`src/design/tpd_pkg.sv`:
```
// Package: types and constants for the triac phase dimmer and switch controller
`default_nettype none
package tpd_pkg;

  localparam int DELAY_W  = 8;
  localparam int PHASE_W  = 9;
  localparam int STEP_W   = 8;
  localparam int PULSE_W  = 4;
  localparam int LEVELS_W = 6;
  localparam int LOADS_W  = 3;
  localparam int CHAR_W   = 8;
  localparam int CFG_IDX_W  = 8;
  localparam int CFG_DATA_W = 8;
  localparam int SVAL_W   = 13;

  localparam logic [STEP_W-1:0]  DIM_STEP_RST   = 8'd10;
  localparam logic [PULSE_W-1:0] GATE_PULSE_RST = 4'd4;

  localparam logic [CFG_IDX_W-1:0] REG_DIM_STEP   = 8'd0;
  localparam logic [CFG_IDX_W-1:0] REG_GATE_PULSE = 8'd1;

  localparam logic [CHAR_W-1:0] CHAR_ZERO = 8'd48;
  localparam logic [CHAR_W-1:0] CHAR_A    = 8'h41;
  localparam logic [CHAR_W-1:0] CHAR_B    = 8'h42;
  localparam logic [CHAR_W-1:0] CHAR_C    = 8'h43;
  localparam logic [CHAR_W-1:0] CHAR_D    = 8'h44;
  localparam logic [CHAR_W-1:0] CHAR_E    = 8'h45;
  localparam logic [CHAR_W-1:0] CHAR_F    = 8'h46;
  localparam logic [CHAR_W-1:0] CHAR_S    = 8'h53;

  localparam int LOW_BIT  = 0;
  localparam int GATE_BIT = 1;
  localparam int HIGH_BIT = 2;

  typedef enum logic [1:0] {
    CMD_ZERO_CROSS = 2'd0,
    CMD_TICK       = 2'd1,
    CMD_UART       = 2'd2,
    CMD_BUTTONS    = 2'd3
  } cmd_t;

  typedef struct packed {
    cmd_t                command;
    logic [CHAR_W-1:0]   char_code;
    logic [CHAR_W-1:0]   tens_char;
    logic [CHAR_W-1:0]   ones_char;
    logic [LEVELS_W-1:0] button_levels;
  } in_item_t;

  typedef struct packed {
    logic [LOADS_W-1:0] load_outputs;
    logic [DELAY_W-1:0] dim_delay;
  } out_item_t;

endpackage
`default_nettype wire

```
`src/design/triac_phase_dimmer_switch_controller.sv`:
```
// Top level: event-driven triac phase dimmer and load switch controller
// Flow: an accepted item is held in the input register, processed from there,
//   and its result is written to the result register and offered from then on.
// Throughput: one item per cycle unless out_stall holds a waiting result;
//   the input register and the result register let a new item enter while a finished result waits to be taken.
// Reset (rst_n low, synchronous): all controller state and the valid flags
//   clear, dim_step returns to 10 and gate_pulse_ticks to 4.
`default_nettype none
module triac_phase_dimmer_switch_controller (
  input  wire logic                            clk,
  input  wire logic                            rst_n,
  input  wire logic                            in_valid,
  output      logic                            in_stall,
  input  wire tpd_pkg::in_item_t               in_item,
  output      logic                            out_valid,
  input  wire logic                            out_stall,
  output      tpd_pkg::out_item_t              out_item,
  input  wire logic                            cfg_valid,
  output      logic                            cfg_ready,
  input  wire logic [tpd_pkg::CFG_IDX_W-1:0]   cfg_index,
  input  wire logic [tpd_pkg::CFG_DATA_W-1:0]  cfg_data
);

  tpd_pkg::in_item_t               in_item_r;
  logic                            in_valid_r;
  tpd_pkg::out_item_t              out_item_r;
  logic                            out_valid_r;
  logic                            advance;

  logic [tpd_pkg::STEP_W-1:0]      dim_step_r;
  logic [tpd_pkg::PULSE_W-1:0]     gate_pulse_r;

  logic [tpd_pkg::LOADS_W-1:0]     load_bits_r,  load_bits_nxt;
  logic [tpd_pkg::DELAY_W-1:0]     delay_r,      delay_nxt;
  logic [tpd_pkg::PHASE_W-1:0]     phase_r,      phase_nxt;
  logic                            armed_r,      armed_nxt;
  logic [tpd_pkg::LEVELS_W-1:0]    held_r,       held_nxt;
  logic [3:0]                      toggle_r,     toggle_nxt;

  logic [tpd_pkg::PHASE_W-1:0]     pulse_end;
  logic [tpd_pkg::LEVELS_W-1:0]    rise;
  logic [tpd_pkg::DELAY_W:0]       up_sum;
  logic [tpd_pkg::DELAY_W-1:0]     up_delay;
  logic [tpd_pkg::DELAY_W-1:0]     down_delay;
  logic signed [tpd_pkg::SVAL_W-1:0] tens_val, ones_val, s_val;

  assign cfg_ready = 1'b1;
  assign advance   = in_valid_r && (!out_valid_r || !out_stall);
  assign in_stall  = in_valid_r && !advance;
  assign out_valid = out_valid_r;
  assign out_item  = out_item_r;

  assign pulse_end = {1'b0, delay_r} + {{(tpd_pkg::PHASE_W-tpd_pkg::PULSE_W){1'b0}}, gate_pulse_r};
  assign rise      = in_item_r.button_levels & ~held_r;
  assign up_sum    = {1'b0, delay_r} + {1'b0, dim_step_r};
  assign up_delay  = rise[0] ? (up_sum[tpd_pkg::DELAY_W] ? '1 : up_sum[tpd_pkg::DELAY_W-1:0])
                             : delay_r;
  assign down_delay = !rise[1] ? up_delay :
                      (up_delay > dim_step_r) ? up_delay - dim_step_r : '0;

  assign tens_val = $signed({{(tpd_pkg::SVAL_W-tpd_pkg::CHAR_W){1'b0}}, in_item_r.tens_char})
                  - $signed({{(tpd_pkg::SVAL_W-tpd_pkg::CHAR_W){1'b0}}, tpd_pkg::CHAR_ZERO});
  assign ones_val = $signed({{(tpd_pkg::SVAL_W-tpd_pkg::CHAR_W){1'b0}}, in_item_r.ones_char})
                  - $signed({{(tpd_pkg::SVAL_W-tpd_pkg::CHAR_W){1'b0}}, tpd_pkg::CHAR_ZERO});
  assign s_val    = (tens_val <<< 3) + (tens_val <<< 1) + ones_val;

  always_comb begin
    load_bits_nxt = load_bits_r;
    delay_nxt     = delay_r;
    phase_nxt     = phase_r;
    armed_nxt     = armed_r;
    held_nxt      = held_r;
    toggle_nxt    = toggle_r;
    unique case (in_item_r.command)
      tpd_pkg::CMD_ZERO_CROSS: begin
        armed_nxt = 1'b1;
        phase_nxt = '0;
      end
      tpd_pkg::CMD_TICK: begin
        if (armed_r) begin
          if (delay_r == '0) begin
            load_bits_nxt[tpd_pkg::GATE_BIT] = 1'b0;
          end else begin
            if (phase_r >= {1'b0, delay_r}) begin
              load_bits_nxt[tpd_pkg::GATE_BIT] = 1'b1;
            end
            if (delay_r == tpd_pkg::DELAY_W'(1)) begin
              load_bits_nxt[tpd_pkg::GATE_BIT] = 1'b1;
            end
            if (phase_r > pulse_end) begin
              phase_nxt = '0;
              armed_nxt = 1'b0;
              load_bits_nxt[tpd_pkg::GATE_BIT] = 1'b0;
            end else begin
              phase_nxt = phase_r + tpd_pkg::PHASE_W'(1);
            end
          end
        end
      end
      tpd_pkg::CMD_UART: begin
        unique case (in_item_r.char_code)
          tpd_pkg::CHAR_A: load_bits_nxt[tpd_pkg::GATE_BIT] = 1'b1;
          tpd_pkg::CHAR_B: load_bits_nxt[tpd_pkg::GATE_BIT] = 1'b0;
          tpd_pkg::CHAR_C: load_bits_nxt[tpd_pkg::HIGH_BIT] = 1'b1;
          tpd_pkg::CHAR_D: load_bits_nxt[tpd_pkg::HIGH_BIT] = 1'b0;
          tpd_pkg::CHAR_E: load_bits_nxt[tpd_pkg::LOW_BIT]  = 1'b1;
          tpd_pkg::CHAR_F: load_bits_nxt[tpd_pkg::LOW_BIT]  = 1'b0;
          tpd_pkg::CHAR_S: begin
            if (s_val < 0) begin
              delay_nxt = '0;
            end else if (s_val > $signed(tpd_pkg::SVAL_W'(255))) begin
              delay_nxt = '1;
            end else begin
              delay_nxt = s_val[tpd_pkg::DELAY_W-1:0];
            end
          end
          default: begin
          end
        endcase
      end
      tpd_pkg::CMD_BUTTONS: begin
        delay_nxt = down_delay;
        if (rise[2]) begin
          toggle_nxt[0] = ~toggle_r[0];
          load_bits_nxt[tpd_pkg::GATE_BIT] = ~toggle_r[0];
        end
        if (rise[3]) begin
          toggle_nxt[1] = ~toggle_r[1];
          load_bits_nxt[tpd_pkg::HIGH_BIT] = ~toggle_r[1];
        end
        if (rise[4]) begin
          toggle_nxt[2] = ~toggle_r[2];
          load_bits_nxt[tpd_pkg::LOW_BIT] = ~toggle_r[2];
        end
        if (rise[5]) begin
          toggle_nxt[3] = ~toggle_r[3];
          delay_nxt = toggle_r[3] ? tpd_pkg::DELAY_W'(1) : '0;
        end
        held_nxt = in_item_r.button_levels;
      end
      default: begin
      end
    endcase
  end

  always_ff @(posedge clk) begin
    if (!rst_n) begin
      in_valid_r   <= 1'b0;
      out_valid_r  <= 1'b0;
      dim_step_r   <= tpd_pkg::DIM_STEP_RST;
      gate_pulse_r <= tpd_pkg::GATE_PULSE_RST;
      load_bits_r  <= '0;
      delay_r      <= '0;
      phase_r      <= '0;
      armed_r      <= 1'b0;
      held_r       <= '0;
      toggle_r     <= '0;
    end else begin
      if (!in_stall) begin
        in_valid_r <= in_valid;
      end
      if (advance) begin
        out_valid_r <= 1'b1;
        load_bits_r <= load_bits_nxt;
        delay_r     <= delay_nxt;
        phase_r     <= phase_nxt;
        armed_r     <= armed_nxt;
        held_r      <= held_nxt;
        toggle_r    <= toggle_nxt;
      end else if (!out_stall) begin
        out_valid_r <= 1'b0;
      end
      if (cfg_valid && cfg_ready) begin
        if (cfg_index == tpd_pkg::REG_DIM_STEP) begin
          dim_step_r <= cfg_data[tpd_pkg::STEP_W-1:0];
        end else if (cfg_index == tpd_pkg::REG_GATE_PULSE) begin
          gate_pulse_r <= cfg_data[tpd_pkg::PULSE_W-1:0];
        end
      end
    end
  end

  always_ff @(posedge clk) begin
    if (!in_stall) begin
      in_item_r <= in_item;
    end
    if (advance) begin
      out_item_r.load_outputs <= load_bits_nxt;
      out_item_r.dim_delay    <= delay_nxt;
    end
  end

  a_stall_needs_item: assert property (@(posedge clk) disable iff (!rst_n)
    in_stall |-> in_valid_r)
    else $error("input stalled with no held item");

  a_advance_fills_out: assert property (@(posedge clk) disable iff (!rst_n)
    advance |=> out_valid_r)
    else $error("processed item did not reach result register");

  a_cross_arms: assert property (@(posedge clk) disable iff (!rst_n)
    advance && in_item_r.command == tpd_pkg::CMD_ZERO_CROSS |=> armed_r && phase_r == '0)
    else $error("zero crossing did not arm phase counter");

  a_zero_delay_gate_off: assert property (@(posedge clk) disable iff (!rst_n)
    advance && in_item_r.command == tpd_pkg::CMD_TICK && armed_r && delay_r == '0
    |=> !load_bits_r[tpd_pkg::GATE_BIT] && !out_item_r.load_outputs[tpd_pkg::GATE_BIT])
    else $error("gate not forced off at zero delay");

  a_out_matches_state: assert property (@(posedge clk) disable iff (!rst_n)
    advance |=> out_item_r.load_outputs == load_bits_r && out_item_r.dim_delay == delay_r)
    else $error("result item differs from state after item");

endmodule
`default_nettype wire
```
`config.mk`:
```
export PLATFORM = sky130hd
export DESIGN_NAME = triac_phase_dimmer_switch_controller
export DESIGN_NICKNAME = d
export VERILOG_FILES = /design/src/design/tpd_pkg.sv /design/src/design/triac_phase_dimmer_switch_controller.sv
export SDC_FILE = /design/constraint.sdc
export NUM_CORES = 1
export LEC_CHECK = 0
export ABC_AREA = 1
export BUFFER_PORTS_ARGS = -buffer_cell sky130_fd_sc_hd__buf_2
export CAP_MARGIN = 20
export CELL_PAD_IN_SITES_DETAIL_PLACEMENT = 1
export CELL_PAD_IN_SITES_GLOBAL_PLACEMENT = 1
export CORE_MARGIN = 4
export CORE_UTILIZATION = 47
export CTS_CLUSTER_DIAMETER = 40
export DETAILED_ROUTE_END_ITERATION = 16
export PLACE_DENSITY = 0.9
export SYNTH_ARGS = -nofsm -noshare
export SYNTH_HDL_FRONTEND = slang
export SYNTH_SLANG_ARGS = --single-unit
```
`constraint.sdc`:
```
create_clock -name clk -period 9.35 [get_ports clk]
set_input_delay 1.4025 -clock clk [delete_from_list [all_inputs] [get_ports clk]]
set_output_delay 1.4025 -clock clk [all_outputs]
set_load 0.01 [all_outputs]
```
==> impl_metrics.csv <==
group,metric,value,unit
placed_design,placedCellCount,1075,
run,drv_cap,0,
critical_path,startpoint_type,"flop",
floorplan,ios,67,
yosys,post_synth_xor_area_fraction,3.48,%
sta,finalHoldWorstSlack,0.467,ns
power_and_ir_drop,peakVddDrop,0.107,mV
critical_path,timing_worst_setup_path_type,"reg -> reg",
sta,fin_ws,5.49,ns
detailed_routing,drt-vias-per-instance,5.47,
hold_path,worst_hold_path.endpoint,"held_r[4]$_SDFFE_PN0P_",
yosys,synth-seq-cells,88,
detailed_routing,drt_iter0_markers,285,
detailed_routing,routed-via-count,5971,
yosys,synth_top_family_by_area,"simple AND/OR/NAND/NOR gates",
yosys,synth_compound_area_share,10.8,%
sta,fin_tns_setup,0,ns
yosys,synth.largest_area_cell,"sky130_fd_sc_hd__edfxtp_1",
critical_path,critical_path.max_stage_delay,0.56,ns
layout,final_common_cell,"sky130_fd_sc_hd__nand2_1",
critical_path,r2r_setup_slack,5.49,ns
layout,drive_above_1_share,11.5,%
cts,num_cts_buffers,9,
cts,cts_sinks,88,
cts,cts_setup_buffers,0,
status,outcome,"complete, no violations",
sta,finalHoldViolations,0,
cts,cts_hold_buffers,0,
grt,global_route_wire_length_before_repair,30700,um
sta,worst-slew-pin-transition,0.813,ns
sta,slew_viol_final,0,
yosys,postSynth.asyncResetShare,0,%
cts,htreeDepth,3,
layout,instances_no_fill,1091,
yosys,synth_adder_area_share,14.2,%
grt,antenna_found_initial,0,
sta,worst_relative_slew_slack,45.6,%
critical_path,critical_path.reg2reg.endpoint,"delay_r[3]$_SDFFE_PN0P_",
sta,grt_setup_unrepaired,"false",
placed_design,place.detailed.hpwl,14400,um
hold_path,hold_class,"reg -> reg",
grt,globalRouteOverflowTotal,0,
sta,finalSetupViolCount,0,
sta,min_period_over_period,41.3,%
critical_path,cp_data_required_time,9.65,ns
cts,clock_edge_transition_at_the_registers_on_the_reported_setup_and_hold_paths,0.07,ns
layout,syn2layout_area_growth,13.4,%
yosys,netlist_top_cells_area,"sky130_fd_sc_hd__edfxtp_1 21%, sky130_fd_sc_hd__dfxtp_1 14%, sky130_fd_sc_hd__nand2_1 11%, sky130_fd_sc_hd__ha_1 10%, sky130_fd_sc_hd__inv_1 9.1%",
grt,grt_pass1_vias,6292,
layout,fillers,1687,
floorplan,chipWidth,124,um
yosys,synthesis.instances,840,
critical_path,worst_path_most_repeated_cell,"sky130_fd_sc_hd__nand2_1",
yosys,synth-edff-count,43,
placed_design,rd_place_congestion,0.894,
critical_path,worstSetupStartpoint,"delay_r[1]$_SDFFE_PN0P_",
detailed_routing,dr.pass1.iters,5,
critical_path,reg2reg_start,"delay_r[1]$_SDFFE_PN0P_",
sta,layout_min_cycle_time,3.86,ns
yosys,yosys-mux-area-fraction,0,%
floorplan,floorplan.initialDensity,47.7,%
layout,core_util_final,54.1,%
critical_path,end_kind,"flop",
layout,final_cell_mix,"192 x sky130_fd_sc_hd__nand2_1, 152 x sky130_fd_sc_hd__inv_1, 71 x sky130_fd_sc_hd__a21oi_1",
cts,cts_root_buf,"sky130_fd_sc_hd__clkbuf_16",
placed_design,placed_area,6830,sq um
critical_path,cp_cell_sequence,"inv_1 > fa_1 > inv_1 > nand3_1 > nand2_1 > nand3_1 > nand3_1 > inv_2 > nand2_1 > o21ai_2 > fa_1 > o21ai_1 > nand2_1 > nand2_1 > nand2_1 > o21ai_0 > nand3_1 > nand4_1 > nand2_1 > inv_1",
sta,maxClockFrequency,259,MHz
layout,nNetsFinal,1027,
hold_path,holdCritStartpoint,"held_r[4]$_SDFFE_PN0P_",
layout,antenna_cells,0,
yosys,synth-simple-area-share,26.5,%
yosys,mappedNetlistNets,957,
hold_path,hold_depth,2,
critical_path,reg2reg_depth,20,
detailed_routing,detail-route-antenna-nets,0,
yosys,area_of_the_mapped_netlist,6290,sq um
cts,postCtsResizedCells,0,
critical_path,crit_arrival,4.16,ns
yosys,synth.yosys.warnings,0,
critical_path,cpMaxStageDelayCell,"sky130_fd_sc_hd__dfxtp_1",
yosys,synth.lib_cells_used.distinct,44,
detailed_routing,wire_per_inst,17.7,um
floorplan,die_area,15300,sq um
floorplan,core,13200,sq um
grt,grtUsageTotal,25.9,%
yosys,synth.avg_cell_area,7.49,sq um
yosys,synth_top_area_share,20.5,%
detailed_routing,drc,0,
cts,tritoncts,"done",
yosys,yosys_most_used_dff,"sky130_fd_sc_hd__dfxtp_1",
power_and_ir_drop,power_density,160,nW/um^2
cts,maximum_number_of_buffers_from_clock_root_to_sink,2,
critical_path,crit_path_max_fanout,8,
placed_design,placement.setup.worst_slack,5.65,ns
floorplan,die_h,124,um
floorplan,std_cell_rows,42,
cts,insertion_delay,0.36,ns
layout,final_area,7130,sq um
detailed_routing,routed_wirelength,19300,um
power_and_ir_drop,static_leakage,3.58,nW
sta,finClkSkew,0.00838,ns
yosys,synth-seq-area-share,34.8,%
placed_design,io_buffers,65,
power_and_ir_drop,design_power_total,1.14,mW
grt,grt_start_max_net_pins,26,
## cell families after synthesis
kind of cell | Yosys count
adder cells (fa/ha/maj) | 64
AO/OA/AOI/OAI | 124
AND/OR/NAND/NOR | 370
other | 1
flip-flops | 88
XOR/XNOR | 25
buffers and inverters | 168
## synthesized netlist by cell type, types with 3 or more instances
| cell | n |
|---|---|
| sky130_fd_sc_hd__clkinv_1 | 4 |
| sky130_fd_sc_hd__or2_2 | 3 |
| sky130_fd_sc_hd__nor4_1 | 3 |
| sky130_fd_sc_hd__nand3_2 | 3 |
| sky130_fd_sc_hd__edfxtp_1 | 43 |
| sky130_fd_sc_hd__nor3_1 | 4 |
| sky130_fd_sc_hd__o211ai_1 | 4 |
| sky130_fd_sc_hd__nand3b_1 | 3 |
| sky130_fd_sc_hd__o22ai_1 | 3 |
| sky130_fd_sc_hd__nor2_1 | 57 |
| sky130_fd_sc_hd__ha_1 | 52 |
| sky130_fd_sc_hd__nand3_1 | 66 |
| sky130_fd_sc_hd__dfxtp_1 | 45 |
| sky130_fd_sc_hd__o21a_1 | 3 |
| sky130_fd_sc_hd__xnor2_1 | 10 |
| sky130_fd_sc_hd__fa_1 | 12 |
| sky130_fd_sc_hd__nand4_1 | 25 |
| sky130_fd_sc_hd__xor2_1 | 15 |
| sky130_fd_sc_hd__inv_2 | 4 |
| sky130_fd_sc_hd__nand2_1 | 192 |
| sky130_fd_sc_hd__inv_1 | 152 |
| sky130_fd_sc_hd__nand4_2 | 3 |
| sky130_fd_sc_hd__a21oi_1 | 71 |
| sky130_fd_sc_hd__o21ai_0 | 31 |
| sky130_fd_sc_hd__clkbuf_1 | 5 |
## critical path, delay by kind of cell (launching register included)
| kind | cells | cell delay, ns |
|---|---|---|
| compound gates | 3 | 0.49 |
| fa+ha+maj | 2 | 0.95 |
| buf+inv | 4 | 0.49 |
| flops | 1 | 0.56 |
| simple gates | 11 | 1.31 |
## final cells by class
| class | instances | area [sq um] | share of cell area, % |
|---|---|---|---|
| Clock buffer | 12 | 268 | 3.75 |
| Tap cell | 176 | 220 | 3.09 |
| Inverter | 160 | 601 | 8.42 |
| Sequential cell | 88 | 2190 | 30.7 |
| Timing Repair Buffer | 67 | 360 | 5.05 |
| Clock inverter | 4 | 32.5 | 0.456 |
| Multi-Input combinational cell | 584 | 3460 | 48.5 |
## worst max path at each step
stage | slack (ns) | endpoint | cells past startpoint
final | 5.49 | delay_r[3]$_SDFFE_PN0P_ | 20
after global routing | 5.14 | delay_r[3]$_SDFFE_PN0P_ | 20
after CTS | 5.55 | delay_r[3]$_SDFFE_PN0P_ | 20
after detailed placement | 5.65 | toggle_r[3]$_SDFFE_PN0P_ | 11
after global placement | 5.80 | toggle_r[3]$_SDFFE_PN0P_ | 11
after floorplan | 6.25 | in_stall | 2
## sequential cells by signal, summed over array words and instances (netlist names)
signal        count
armed_r           1
delay_r           8
dim_step_r        8
gate_pulse_r      4
held_r            6
in_item_r        32
in_valid_r        1
load_bits_r       3
out_item         11
out_valid         1
phase_r           9
toggle_r          4
## metal layers
| metal | up-vias | global-route usage [%] | wire, um |
|---|---|---|---|
| met4 | 0 | 11.6 | 720 |
| met5 | - | 0 | 0 |
| met2 | 156 | 48.0 | 9910 |
| li1 | 2896 | - | - |
| met3 | 57 | 3.41 | 810 |
| met1 | 2862 | 29.4 | 7820 |
## power by group
group	internal, mW	switching, mW	leakage [nW]
sequential	0.423	0.0165	0.809
clock	0.206	0.165	0.149
combinational	0.120	0.214	2.63
total	0.749	0.396	3.58
Power figures use the tool's default switching activity.
